[config.mk]
export PLATFORM = sky130hd
export DESIGN_NAME = rx_descriptor_ring_drain
export DESIGN_NICKNAME = d
export VERILOG_FILES = /design/src/hdl/rdr_pkg.sv /design/src/hdl/rx_descriptor_ring_drain.sv
export VERILOG_INCLUDE_DIRS = /design/src /design/src/hdl
export SDC_FILE = /design/constraint.sdc
export NUM_CORES = 1
export LEC_CHECK = 0
export BUFFER_PORTS_ARGS = -buffer_cell sky130_fd_sc_hd__buf_2
export CAP_MARGIN = 30
export CORE_ASPECT_RATIO = 1.75
export CORE_MARGIN = 8
export CORE_UTILIZATION = 50
export DETAILED_ROUTE_END_ITERATION = 10
export GPL_ROUTABILITY_DRIVEN = 0
export GPL_TIMING_DRIVEN = 0
export HOLD_SLACK_MARGIN = 0.03
export PLACE_DENSITY = 0.73
export SLEW_MARGIN = 20
export SYNTH_ARGS = -nofsm -noshare
export SYNTH_HDL_FRONTEND = slang
export SYNTH_SLANG_ARGS = --single-unit
[constraint.sdc]
create_clock -name clk_i -period 8.6 [get_ports clk_i]
set_input_delay 1.29 -clock clk_i [delete_from_list [all_inputs] [get_ports clk_i]]
set_output_delay 1.29 -clock clk_i [all_outputs]
set_load 0.005 [all_outputs]
[src/hdl/rx_descriptor_ring_drain_macros.svh]
// Assertion helpers for the receive ring drain engine.
`ifndef RX_DESCRIPTOR_RING_DRAIN_MACROS_SVH
`define RX_DESCRIPTOR_RING_DRAIN_MACROS_SVH

// Same-cycle implication, disabled while reset is asserted.
`define RDR_ASSERT_IMPL(label, ante, cons) \
  label: assert property (@(posedge clk_i) disable iff (!rst_ni) (ante) |-> (cons)) \
    else $error("rdr check failed");

// Next-cycle implication, disabled while reset is asserted.
`define RDR_ASSERT_NEXT(label, ante, cons) \
  label: assert property (@(posedge clk_i) disable iff (!rst_ni) (ante) |=> (cons)) \
    else $error("rdr check failed");

`endif

[src/hdl/rdr_pkg.sv]
package rdr_pkg;

  localparam int INDEX_BITS_DEF   = 16;
  localparam int LENGTH_BITS_DEF  = 12;
  localparam int COUNTER_BITS_DEF = 32;

  localparam int IDX_FIELD_W = 16;
  localparam int LEN_FIELD_W = 12;
  localparam int HDR_W       = 4;
  localparam int CNT_OUT_W   = 32;
  localparam int NUM_CNT     = 7;

  localparam int CFG_INDEX_W = 1;
  localparam int CFG_DATA_W  = 12;

  localparam logic [CFG_INDEX_W-1:0] REG_MAX_BUFFER_LENGTH = 1'b0;
  localparam logic [CFG_INDEX_W-1:0] REG_HEADER_OFFSET     = 1'b1;

  localparam logic [LEN_FIELD_W-1:0] MAX_LEN_RESET    = 12'd2048;
  localparam logic [HDR_W-1:0]       HDR_OFFSET_RESET = 4'd2;

  localparam logic [IDX_FIELD_W-1:0] DISCARD_CLEAR_MARK = 16'hC000;

  localparam logic [2:0] CNT_OVERRUN  = 3'd0;
  localparam logic [2:0] CNT_CRC      = 3'd1;
  localparam logic [2:0] CNT_OVERFLOW = 3'd2;
  localparam logic [2:0] CNT_FRAME    = 3'd3;
  localparam logic [2:0] CNT_LENGTH   = 3'd4;
  localparam logic [2:0] CNT_FRAGMENT = 3'd5;
  localparam logic [2:0] CNT_OTHER    = 3'd6;

  localparam logic KIND_POLL = 1'b0;
  localparam logic KIND_DESC = 1'b1;

  typedef enum logic [2:0] {
    V_DELIVER      = 3'd0,
    V_OVERSIZE     = 3'd1,
    V_FRAGMENT     = 3'd2,
    V_FLAGGED      = 3'd3,
    V_POLL_GRANTED = 3'd4,
    V_RING_EMPTY   = 3'd5,
    V_IGNORED      = 3'd6
  } verdict_e;

endpackage

[src/hdl/rx_descriptor_ring_drain.sv]
// Receive ring drain engine.
// Result path: an accepted item is held in the input register, then its result in the result register.
// Throughput: one item per cycle while out_stall_i is low; the state update logic sits between the two registers.
// Reset (rst_ni low, async): consumer index, discard tracking, grants and counters
// clear to zero; max_buffer_length returns to 2048 and header_offset to 2.
`include "rx_descriptor_ring_drain_macros.svh"

module rx_descriptor_ring_drain #(
  parameter int INDEX_BITS   = rdr_pkg::INDEX_BITS_DEF,
  parameter int LENGTH_BITS  = rdr_pkg::LENGTH_BITS_DEF,
  parameter int COUNTER_BITS = rdr_pkg::COUNTER_BITS_DEF
) (
  input  logic                              clk_i,
  input  logic                              rst_ni,

  input  logic                              cfg_we_i,
  input  logic [rdr_pkg::CFG_INDEX_W-1:0]   cfg_index_i,
  input  logic [rdr_pkg::CFG_DATA_W-1:0]    cfg_data_i,

  input  logic                              in_valid_i,
  output logic                              in_stall_o,
  input  logic                              kind_i,
  input  logic [rdr_pkg::IDX_FIELD_W-1:0]   producer_index_i,
  input  logic [rdr_pkg::IDX_FIELD_W-1:0]   discard_count_i,
  input  logic [rdr_pkg::IDX_FIELD_W-1:0]   budget_i,
  input  logic [rdr_pkg::LEN_FIELD_W-1:0]   frame_length_i,
  input  logic                              start_of_packet_i,
  input  logic                              end_of_packet_i,
  input  logic                              crc_error_i,
  input  logic                              overflow_error_i,
  input  logic                              frame_error_i,
  input  logic                              long_error_i,
  input  logic                              receive_error_i,

  output logic                              out_valid_o,
  input  logic                              out_stall_i,
  output rdr_pkg::verdict_e                 verdict_o,
  output logic [rdr_pkg::LEN_FIELD_W-1:0]   payload_length_o,
  output logic [rdr_pkg::IDX_FIELD_W-1:0]   granted_o,
  output logic                              clear_discards_o,
  output logic [rdr_pkg::IDX_FIELD_W-1:0]   consumer_index_o,
  output logic [rdr_pkg::CNT_OUT_W-1:0]     overrun_count_o,
  output logic [rdr_pkg::CNT_OUT_W-1:0]     crc_count_o,
  output logic [rdr_pkg::CNT_OUT_W-1:0]     overflow_count_o,
  output logic [rdr_pkg::CNT_OUT_W-1:0]     frame_error_count_o,
  output logic [rdr_pkg::CNT_OUT_W-1:0]     length_error_count_o,
  output logic [rdr_pkg::CNT_OUT_W-1:0]     fragment_count_o,
  output logic [rdr_pkg::CNT_OUT_W-1:0]     other_error_count_o
);

  import rdr_pkg::*;

  localparam int CMP_W = (LENGTH_BITS > LEN_FIELD_W) ? LENGTH_BITS : LEN_FIELD_W;

  // configuration
  logic [LEN_FIELD_W-1:0] max_len_q;
  logic [HDR_W-1:0]       hdr_off_q;

  // input register
  logic                   in_valid_q, in_valid_d;
  logic                   kind_q;
  logic [IDX_FIELD_W-1:0] prod_q, disc_q, budget_q;
  logic [LEN_FIELD_W-1:0] len_q;
  logic                   sop_q, eop_q, crc_q, ovf_q, frm_q, lng_q, rxe_q;

  // engine state
  logic [INDEX_BITS-1:0]   cons_q, cons_d;
  logic [IDX_FIELD_W-1:0]  seen_q, seen_d;
  logic [IDX_FIELD_W-1:0]  grant_q, grant_d;
  logic [COUNTER_BITS-1:0] cnt_q [NUM_CNT];
  logic [COUNTER_BITS-1:0] cnt_d [NUM_CNT];

  // result register
  logic                   out_valid_q, out_valid_d;
  verdict_e               verdict_q, verdict_d;
  logic [LEN_FIELD_W-1:0] payload_q, payload_d;
  logic [IDX_FIELD_W-1:0] granted_q, granted_d;
  logic                   clear_q, clear_d;

  logic                   advance, in_take;
  logic [INDEX_BITS-1:0]  prod_idx, pending;
  logic [IDX_FIELD_W-1:0] pending_w;
  logic [LENGTH_BITS-1:0] len_c, hdr_c;
  logic                   oversize, fragment, any_flag;
  logic [NUM_CNT-1:0]     hit;
  logic [IDX_FIELD_W-1:0] overrun_add;

  assign advance     = in_valid_q & (~out_valid_q | ~out_stall_i);
  assign in_stall_o  = in_valid_q & ~advance;
  assign in_take     = in_valid_i & ~in_stall_o;
  assign in_valid_d  = in_take | (in_valid_q & ~advance);
  assign out_valid_d = advance | (out_valid_q & out_stall_i);

  always_ff @(posedge clk_i or negedge rst_ni) begin
    if (!rst_ni) begin
      max_len_q <= MAX_LEN_RESET;
      hdr_off_q <= HDR_OFFSET_RESET;
    end else if (cfg_we_i) begin
      case (cfg_index_i)
        REG_MAX_BUFFER_LENGTH: max_len_q <= cfg_data_i[LEN_FIELD_W-1:0];
        REG_HEADER_OFFSET:     hdr_off_q <= cfg_data_i[HDR_W-1:0];
        default: ;
      endcase
    end
  end

  always_ff @(posedge clk_i or negedge rst_ni) begin
    if (!rst_ni) begin
      in_valid_q  <= 1'b0;
      out_valid_q <= 1'b0;
    end else begin
      in_valid_q  <= in_valid_d;
      out_valid_q <= out_valid_d;
    end
  end

  always_ff @(posedge clk_i) begin
    if (in_take) begin
      kind_q   <= kind_i;
      prod_q   <= producer_index_i;
      disc_q   <= discard_count_i;
      budget_q <= budget_i;
      len_q    <= frame_length_i;
      sop_q    <= start_of_packet_i;
      eop_q    <= end_of_packet_i;
      crc_q    <= crc_error_i;
      ovf_q    <= overflow_error_i;
      frm_q    <= frame_error_i;
      lng_q    <= long_error_i;
      rxe_q    <= receive_error_i;
    end
  end

  assign prod_idx  = prod_q[INDEX_BITS-1:0];
  assign pending   = prod_idx - cons_q;
  assign pending_w = IDX_FIELD_W'(pending);
  assign len_c     = LENGTH_BITS'(len_q);
  assign hdr_c     = LENGTH_BITS'(hdr_off_q);
  assign oversize  = CMP_W'(len_c) > CMP_W'(max_len_q);
  assign fragment  = ~sop_q | ~eop_q;
  assign any_flag  = crc_q | ovf_q | frm_q | lng_q | rxe_q;

  always_comb begin
    cons_d      = cons_q;
    seen_d      = seen_q;
    grant_d     = grant_q;
    verdict_d   = V_IGNORED;
    payload_d   = '0;
    granted_d   = '0;
    clear_d     = 1'b0;
    hit         = '0;
    overrun_add = '0;

    if (kind_q == KIND_POLL) begin
      if (prod_idx == cons_q) begin
        verdict_d = V_RING_EMPTY;
      end else begin
        if (disc_q > seen_q) begin
          overrun_add = disc_q - seen_q;
          if (disc_q >= DISCARD_CLEAR_MARK) begin
            seen_d  = '0;
            clear_d = 1'b1;
          end else begin
            seen_d = disc_q;
          end
        end
        granted_d = (pending_w < budget_q) ? pending_w : budget_q;
        grant_d   = granted_d;
        verdict_d = V_POLL_GRANTED;
      end
    end else if (grant_q != '0) begin
      grant_d = grant_q - 1'b1;
      cons_d  = cons_q + 1'b1;
      if (oversize) begin
        hit[CNT_LENGTH] = 1'b1;
        verdict_d       = V_OVERSIZE;
      end else if (fragment) begin
        hit[CNT_FRAGMENT] = 1'b1;
        verdict_d         = V_FRAGMENT;
      end else if (any_flag) begin
        hit[CNT_CRC]      = crc_q;
        hit[CNT_OVERFLOW] = ovf_q;
        hit[CNT_FRAME]    = frm_q;
        hit[CNT_LENGTH]   = lng_q;
        hit[CNT_OTHER]    = rxe_q & ~crc_q & ~ovf_q & ~frm_q & ~lng_q;
        verdict_d         = V_FLAGGED;
      end else begin
        payload_d = (len_c >= hdr_c) ? LEN_FIELD_W'(len_c - hdr_c) : '0;
        verdict_d = V_DELIVER;
      end
    end
  end

  always_comb begin
    for (int i = 0; i < NUM_CNT; i++) begin
      if (3'(i) == CNT_OVERRUN) begin
        cnt_d[i] = cnt_q[i] + COUNTER_BITS'(overrun_add);
      end else begin
        cnt_d[i] = cnt_q[i] + COUNTER_BITS'(hit[i]);
      end
    end
  end

  always_ff @(posedge clk_i or negedge rst_ni) begin
    if (!rst_ni) begin
      cons_q  <= '0;
      seen_q  <= '0;
      grant_q <= '0;
      for (int i = 0; i < NUM_CNT; i++) begin
        cnt_q[i] <= '0;
      end
    end else if (advance) begin
      cons_q  <= cons_d;
      seen_q  <= seen_d;
      grant_q <= grant_d;
      for (int i = 0; i < NUM_CNT; i++) begin
        cnt_q[i] <= cnt_d[i];
      end
    end
  end

  always_ff @(posedge clk_i) begin
    if (advance) begin
      verdict_q <= verdict_d;
      payload_q <= payload_d;
      granted_q <= granted_d;
      clear_q   <= clear_d;
    end
  end

  // state only moves when the result register loads, so it matches the held item
  assign out_valid_o          = out_valid_q;
  assign verdict_o            = verdict_q;
  assign payload_length_o     = payload_q;
  assign granted_o            = granted_q;
  assign clear_discards_o     = clear_q;
  assign consumer_index_o     = IDX_FIELD_W'(cons_q);
  assign overrun_count_o      = CNT_OUT_W'(cnt_q[CNT_OVERRUN]);
  assign crc_count_o          = CNT_OUT_W'(cnt_q[CNT_CRC]);
  assign overflow_count_o     = CNT_OUT_W'(cnt_q[CNT_OVERFLOW]);
  assign frame_error_count_o  = CNT_OUT_W'(cnt_q[CNT_FRAME]);
  assign length_error_count_o = CNT_OUT_W'(cnt_q[CNT_LENGTH]);
  assign fragment_count_o     = CNT_OUT_W'(cnt_q[CNT_FRAGMENT]);
  assign other_error_count_o  = CNT_OUT_W'(cnt_q[CNT_OTHER]);

  `RDR_ASSERT_IMPL(a_clear_only_on_grant, out_valid_q && clear_q, verdict_q == V_POLL_GRANTED)
  `RDR_ASSERT_IMPL(a_payload_only_deliver, out_valid_q && verdict_q != V_DELIVER, payload_q == '0)
  `RDR_ASSERT_IMPL(a_seen_below_mark, 1'b1, seen_q < DISCARD_CLEAR_MARK)
  `RDR_ASSERT_NEXT(a_ungranted_no_move, advance && kind_q == KIND_DESC && grant_q == '0, $stable(cons_q) && $stable(grant_q))

endmodule

[After elaboration in Yosys (flattened, before gate mapping)]
Cells that the tools add are included.
Cells by class
  add/sub/neg operators: 12
  order comparisons: 5
  eq/ne operators: 3
  multiplexer cells: 25
  bitwise operators: 32
  reductions and logical operators: 9
Operators with widths (count)
  $add 32x1->32: 6
  $mux 16: 8
  $add 32x16->32: 1
  $sub 16x16->16: 2
  $add 16x1->16 const B: 1
  $eq 16x16->1: 1
  $ge 16x16->1 const B: 1
  $gt 16x16->1: 1
  $lt 16x16->1: 1
  $not 1->1: 16
  $reduce_bool 16->1: 1
  $sub 16x1->16 const B: 1
  $mux 3: 5
  $ge 12x4->1: 1
  $gt 12x12->1: 1
  $mux 6: 2
  $sub 12x4->12: 1
  $and 1x1->1: 8
  $mux 4: 2
  $or 1x1->1: 8
  $mux 1: 6
  $reduce_and 3->1: 2
  $reduce_or 6->1: 1
  $mux 2: 2
  other kinds (6): 7
Word-level totals
  bits in registers: 390
  input port bits: 86
  output and inout port bits: 274
  logic and storage cells: 116

[Longest topological paths before layout]
  depth in word-level cells: 11
  mapped depth: 22
  mapped depth without buffers: 19

[Worst setup path after synthesis]
No wires, ideal clock.
  path kind: register to register
  start point: reg cons_q[9], in the netlist consumer_index_o[9]
  end point: reg cnt_q (netlist bit overrun_count_o[20])
  setup time: 0.080 ns
  data arrival time: 4.018 ns
  required time: 8.520 ns
  path slack: 4.502 ns
  cell stages (with the launch flop): 21
  buffers on the path: 4
  period minus slack after synthesis: 4.098 ns
  cell sequence: dfrtp_1 > inv_1 > ha_1 > buf_2 > nand2_1 > nor4_2 > a31o_2 > buf_2 > nor2_1 > o31ai_1 > buf_2 > buf_2 > nor2_1 > ha_1 > a21oi_1 > a21oi_1 > o311a_1 > nor3_1 > o21bai_1 > o2111ai_1 > xnor2_1
Between the ends
  cells in the longest elaborated chain, start to end: 4
Ends and longest elaborated chain
  from (decl): line rx_descriptor_ring_drain.sv:67  | logic [INDEX_BITS-1:0] cons_q, cons_d;
  from (signal assigned): line rx_descriptor_ring_drain.sv:213  | cons_q <= cons_d;
  $eq 16x16->1: line rx_descriptor_ring_drain.sv:155  | if (prod_idx == cons_q) begin
  $mux 16: line rx_descriptor_ring_drain.sv:155
  $mux 16: line rx_descriptor_ring_drain.sv:154  | if (kind_q == KIND_POLL) begin
  $add 32x16->32: line rx_descriptor_ring_drain.sv:197  | cnt_d[i] = cnt_q[i] + COUNTER_BITS'(overrun_add);
  to (signal, indexed assignment): line rx_descriptor_ring_drain.sv:217  | cnt_q[i] <= cnt_d[i];
  to (decl): line rx_descriptor_ring_drain.sv:70  | logic [COUNTER_BITS-1:0] cnt_q [NUM_CNT];
Every way passes these cells.
A chain may end at the register's enable or synchronous reset.

[Worst setup path in the final report]
Same ends and word-level chain as after synthesis.

==> impl_metrics.ini <==
[outcome]
status = complete, no violations

[power_and_ir_drop]
combPwrFrac_pct = 20.0
ir_worst_vdd_mv = 0.209
p_int_w = 0.00337
power.leakage_nw = 11.5
power_per_cell_area_mw_per_mm2 = 206
p_total_w = 0.00480
p_switching_w = 0.00143
p_seq_share_pct = 45.2
clock_power_share_pct = 34.8
switching_share_pct = 29.7

[job]
maxCapViolCount = 0

[global_route]
grt_pass1_wl_um = 83100
grt_pass1_vias = 15727
antenna_found_initial = 0
grt_usage_pct = 22.7
grt_overflow = 0
grt_max_degree = 100

[synthesis]
avgSynthCellArea_um2 = 10.6
synth-edff-count = 100
yosysSeqAreaShare_pct = 52.6
yosys_warnings = 0
synth_seq_cells = 390
synthMuxAreaShare_pct = 1.89
syn_area_mm2 = 0.0195
yosys.area_share.adder_pct = 6.31
synth_ff_type = dfrtp_1
synth_compound_area_share_pct = 8.18
ys_types = 80
synth_xor_area_share_pct = 11.1
syn-num-nets = 2019
async_reset_ff_share_pct = 74.4
synthSimpleGateAreaFrac_pct = 17.0
synth_top_family_by_area = simple AND/OR/NAND/NOR gates
synth_cells = 1837

[routing]
routedWlPerCell_um = 19.2
drt-total-wl_um = 52800
ant_nets = 0
routed_via_density = 5.49
drtIter0Drc = 1000
drt_pre_antenna_iters = 5
drc = 0
vias = 15117

[place]
dp_slack_ps = 3670
dpl.hpwl_um = 40900
numPortBuffers = 359
place_inst = 2690

[timing]
hold_violations = 0
relSlewSlack_pct = 43.7
final.setup.tns_ps = 0
timing.final.crit_period_ps = 5010
rsz0062_at_grt = no
skew_ps = 26.8
finalMaxSlewViolations = 0
tightest_slew_ps = 831
period_share_pct = 58.2
worst_slack_ps = 3590
timing.fmax_mhz = 200
finalSetupViolations = 0

[floorplan]
rows = 96
top_level_ports = 360
core_mm2 = 0.0389
start_util_pct = 50.2
die_w_um = 165
die-area_mm2 = 0.0459
die_h_um = 277

[clock_tree]
clockBufferDepth = 3
htree_levels = 2
hold_buffers = 0
cts_setup_buffers = 0
cts.sinks = 390
cts.clk_slew.worst_paths_ps = 70
ctsResizeCount = 0
cts_tree = done
insertion_delay_ps = 540
numCtsBuffers = 37
cts-root-buf = clkbuf_16

[critical_path]
worstPathMaxFanout = 10
required_ps = 9060
cp-start-kind = register
cp.arrival_ps = 5460
path_class = register to register
rrSetupSlack_ps = 3590
critPathCaptureType = register

[cells_and_area]
final_nets = 2421
final_cells = 2756
final_common_cell = buf_2
final_layout_size_suffix_gt1_share_pct = 20.8
antennaDiodeCount = 0
final_cell_mix = 372 x buf_2, 288 x dfrtp_1, 212 x nand2_1
area_growth_pct = 19.2

[min_path]
min_path_type = register to register
==> critical path, cell delays in order, from the launching register on <==
cell,delay [ps]
dfrtp_1,400
inv_1,110
ha_1,290
buf_2,170
nand2_1,170
nor4_2,360
a31o_2,190
buf_2,280
nor2_1,120
o31ai_1,110
buf_2,290
buf_2,260
nor2_1,100
ha_1,380
a21oi_1,230
a21oi_1,110
o311a_1,340
nor3_1,400
o21bai_1,220
o2111ai_1,250
xnor2_1,150
==> per-layer routing <==
layer  routed length (µm)  GRT usage [%]  up-vias
li1                     -              -     7210
met1                18900           24.1     7307
met2                27900           41.9      470
met3                 3340           3.81      130
met4                 2660           11.4        0
met5                    0              0        -
==> power groups by stage <==
stage	sequential [W]	clock, W	combinational (W)
finish	0.00217	0.00167	0.000959
global route	0.00219	0.00178	0.00107
CTS	0.00217	0.00172	0.000961
detailed placement	0.00220	0	0.000955
global placement	0.00220	0	0.000917
floorplan	0.00218	0	0.000593
==> path summary, 6_finish.rpt <==
path	depth (start not counted)	start	endpoint
worst min register to register	1	other_error_count_o[31]	other_error_count_o[31]
min in group asynchronous	1	rst_ni	fragment_count_o[21]
worst max-delay path	20	consumer_index_o[9]	overrun_count_o[20]
max in group asynchronous	3	rst_ni	seen_q[12]
worst max register to register	20	consumer_index_o[9]	overrun_count_o[20]
worst min-delay path	1	other_error_count_o[31]	other_error_count_o[31]
==> registers in the layout, summed over array words and instances (netlist names), 32 cells and up <==
| register | count |
|---|---|
| overflow_count_o | 32 |
| overrun_count_o | 32 |
| frame_error_count_o | 32 |
| length_error_count_o | 32 |
| other_error_count_o | 32 |
| crc_count_o | 32 |
| fragment_count_o | 32 |
==> stage by stage <==
stage	hold WS [ps]	cell area, µm²	utilization [%]
3_3_place_gp	453	21900	56.3
4_1_cts	471	23300	59.8
3_5_place_dp	458	22000	56.7
5_1_grt	482	23300	59.8
6_report	463	23300	59.8
2_1_floorplan	451	19500	-
==> final cells by class <==
| cell class | count | area (µm²) |
|---|---|---|
| buffer | 37 | 180 |
| clock buffer | 49 | 1050 |
| clock inverter | 17 | 173 |
| fill | 3310 | 15600 |
| inverter | 104 | 395 |
| multi-input combinational | 1306 | 8690 |
| sequential | 390 | 10300 |
| tap | 490 | 613 |
| timing repair buffer | 363 | 1910 |
==> synthesized netlist by cell type (all sizes together) (29+ instances only) <==
cell,count,share of area (%)
a21oi,65,1.7
and3,50,1.6
dfrtp,288,37
edfxtp,100,15
ha,92,5.9
inv,103,2.0
mux2i,29,1.5
nand2,212,4.1
nand3,86,2.2
nand4,48,1.6
nor2,131,2.6
nor3,40,1.0
o21ai,71,1.8
xnor2,173,7.8
xor2,75,3.4
==> cells by family after synthesis <==
group / after synthesis
DFF: 390
adders and majority gates: 96
and+or+nand+nor: 675
xor gates and xnor gates: 248
muxes: 36
AOI/OAI and AO/OA: 251
buffers and inverters: 141
Note: power is estimated with default switching activity, not from simulation.
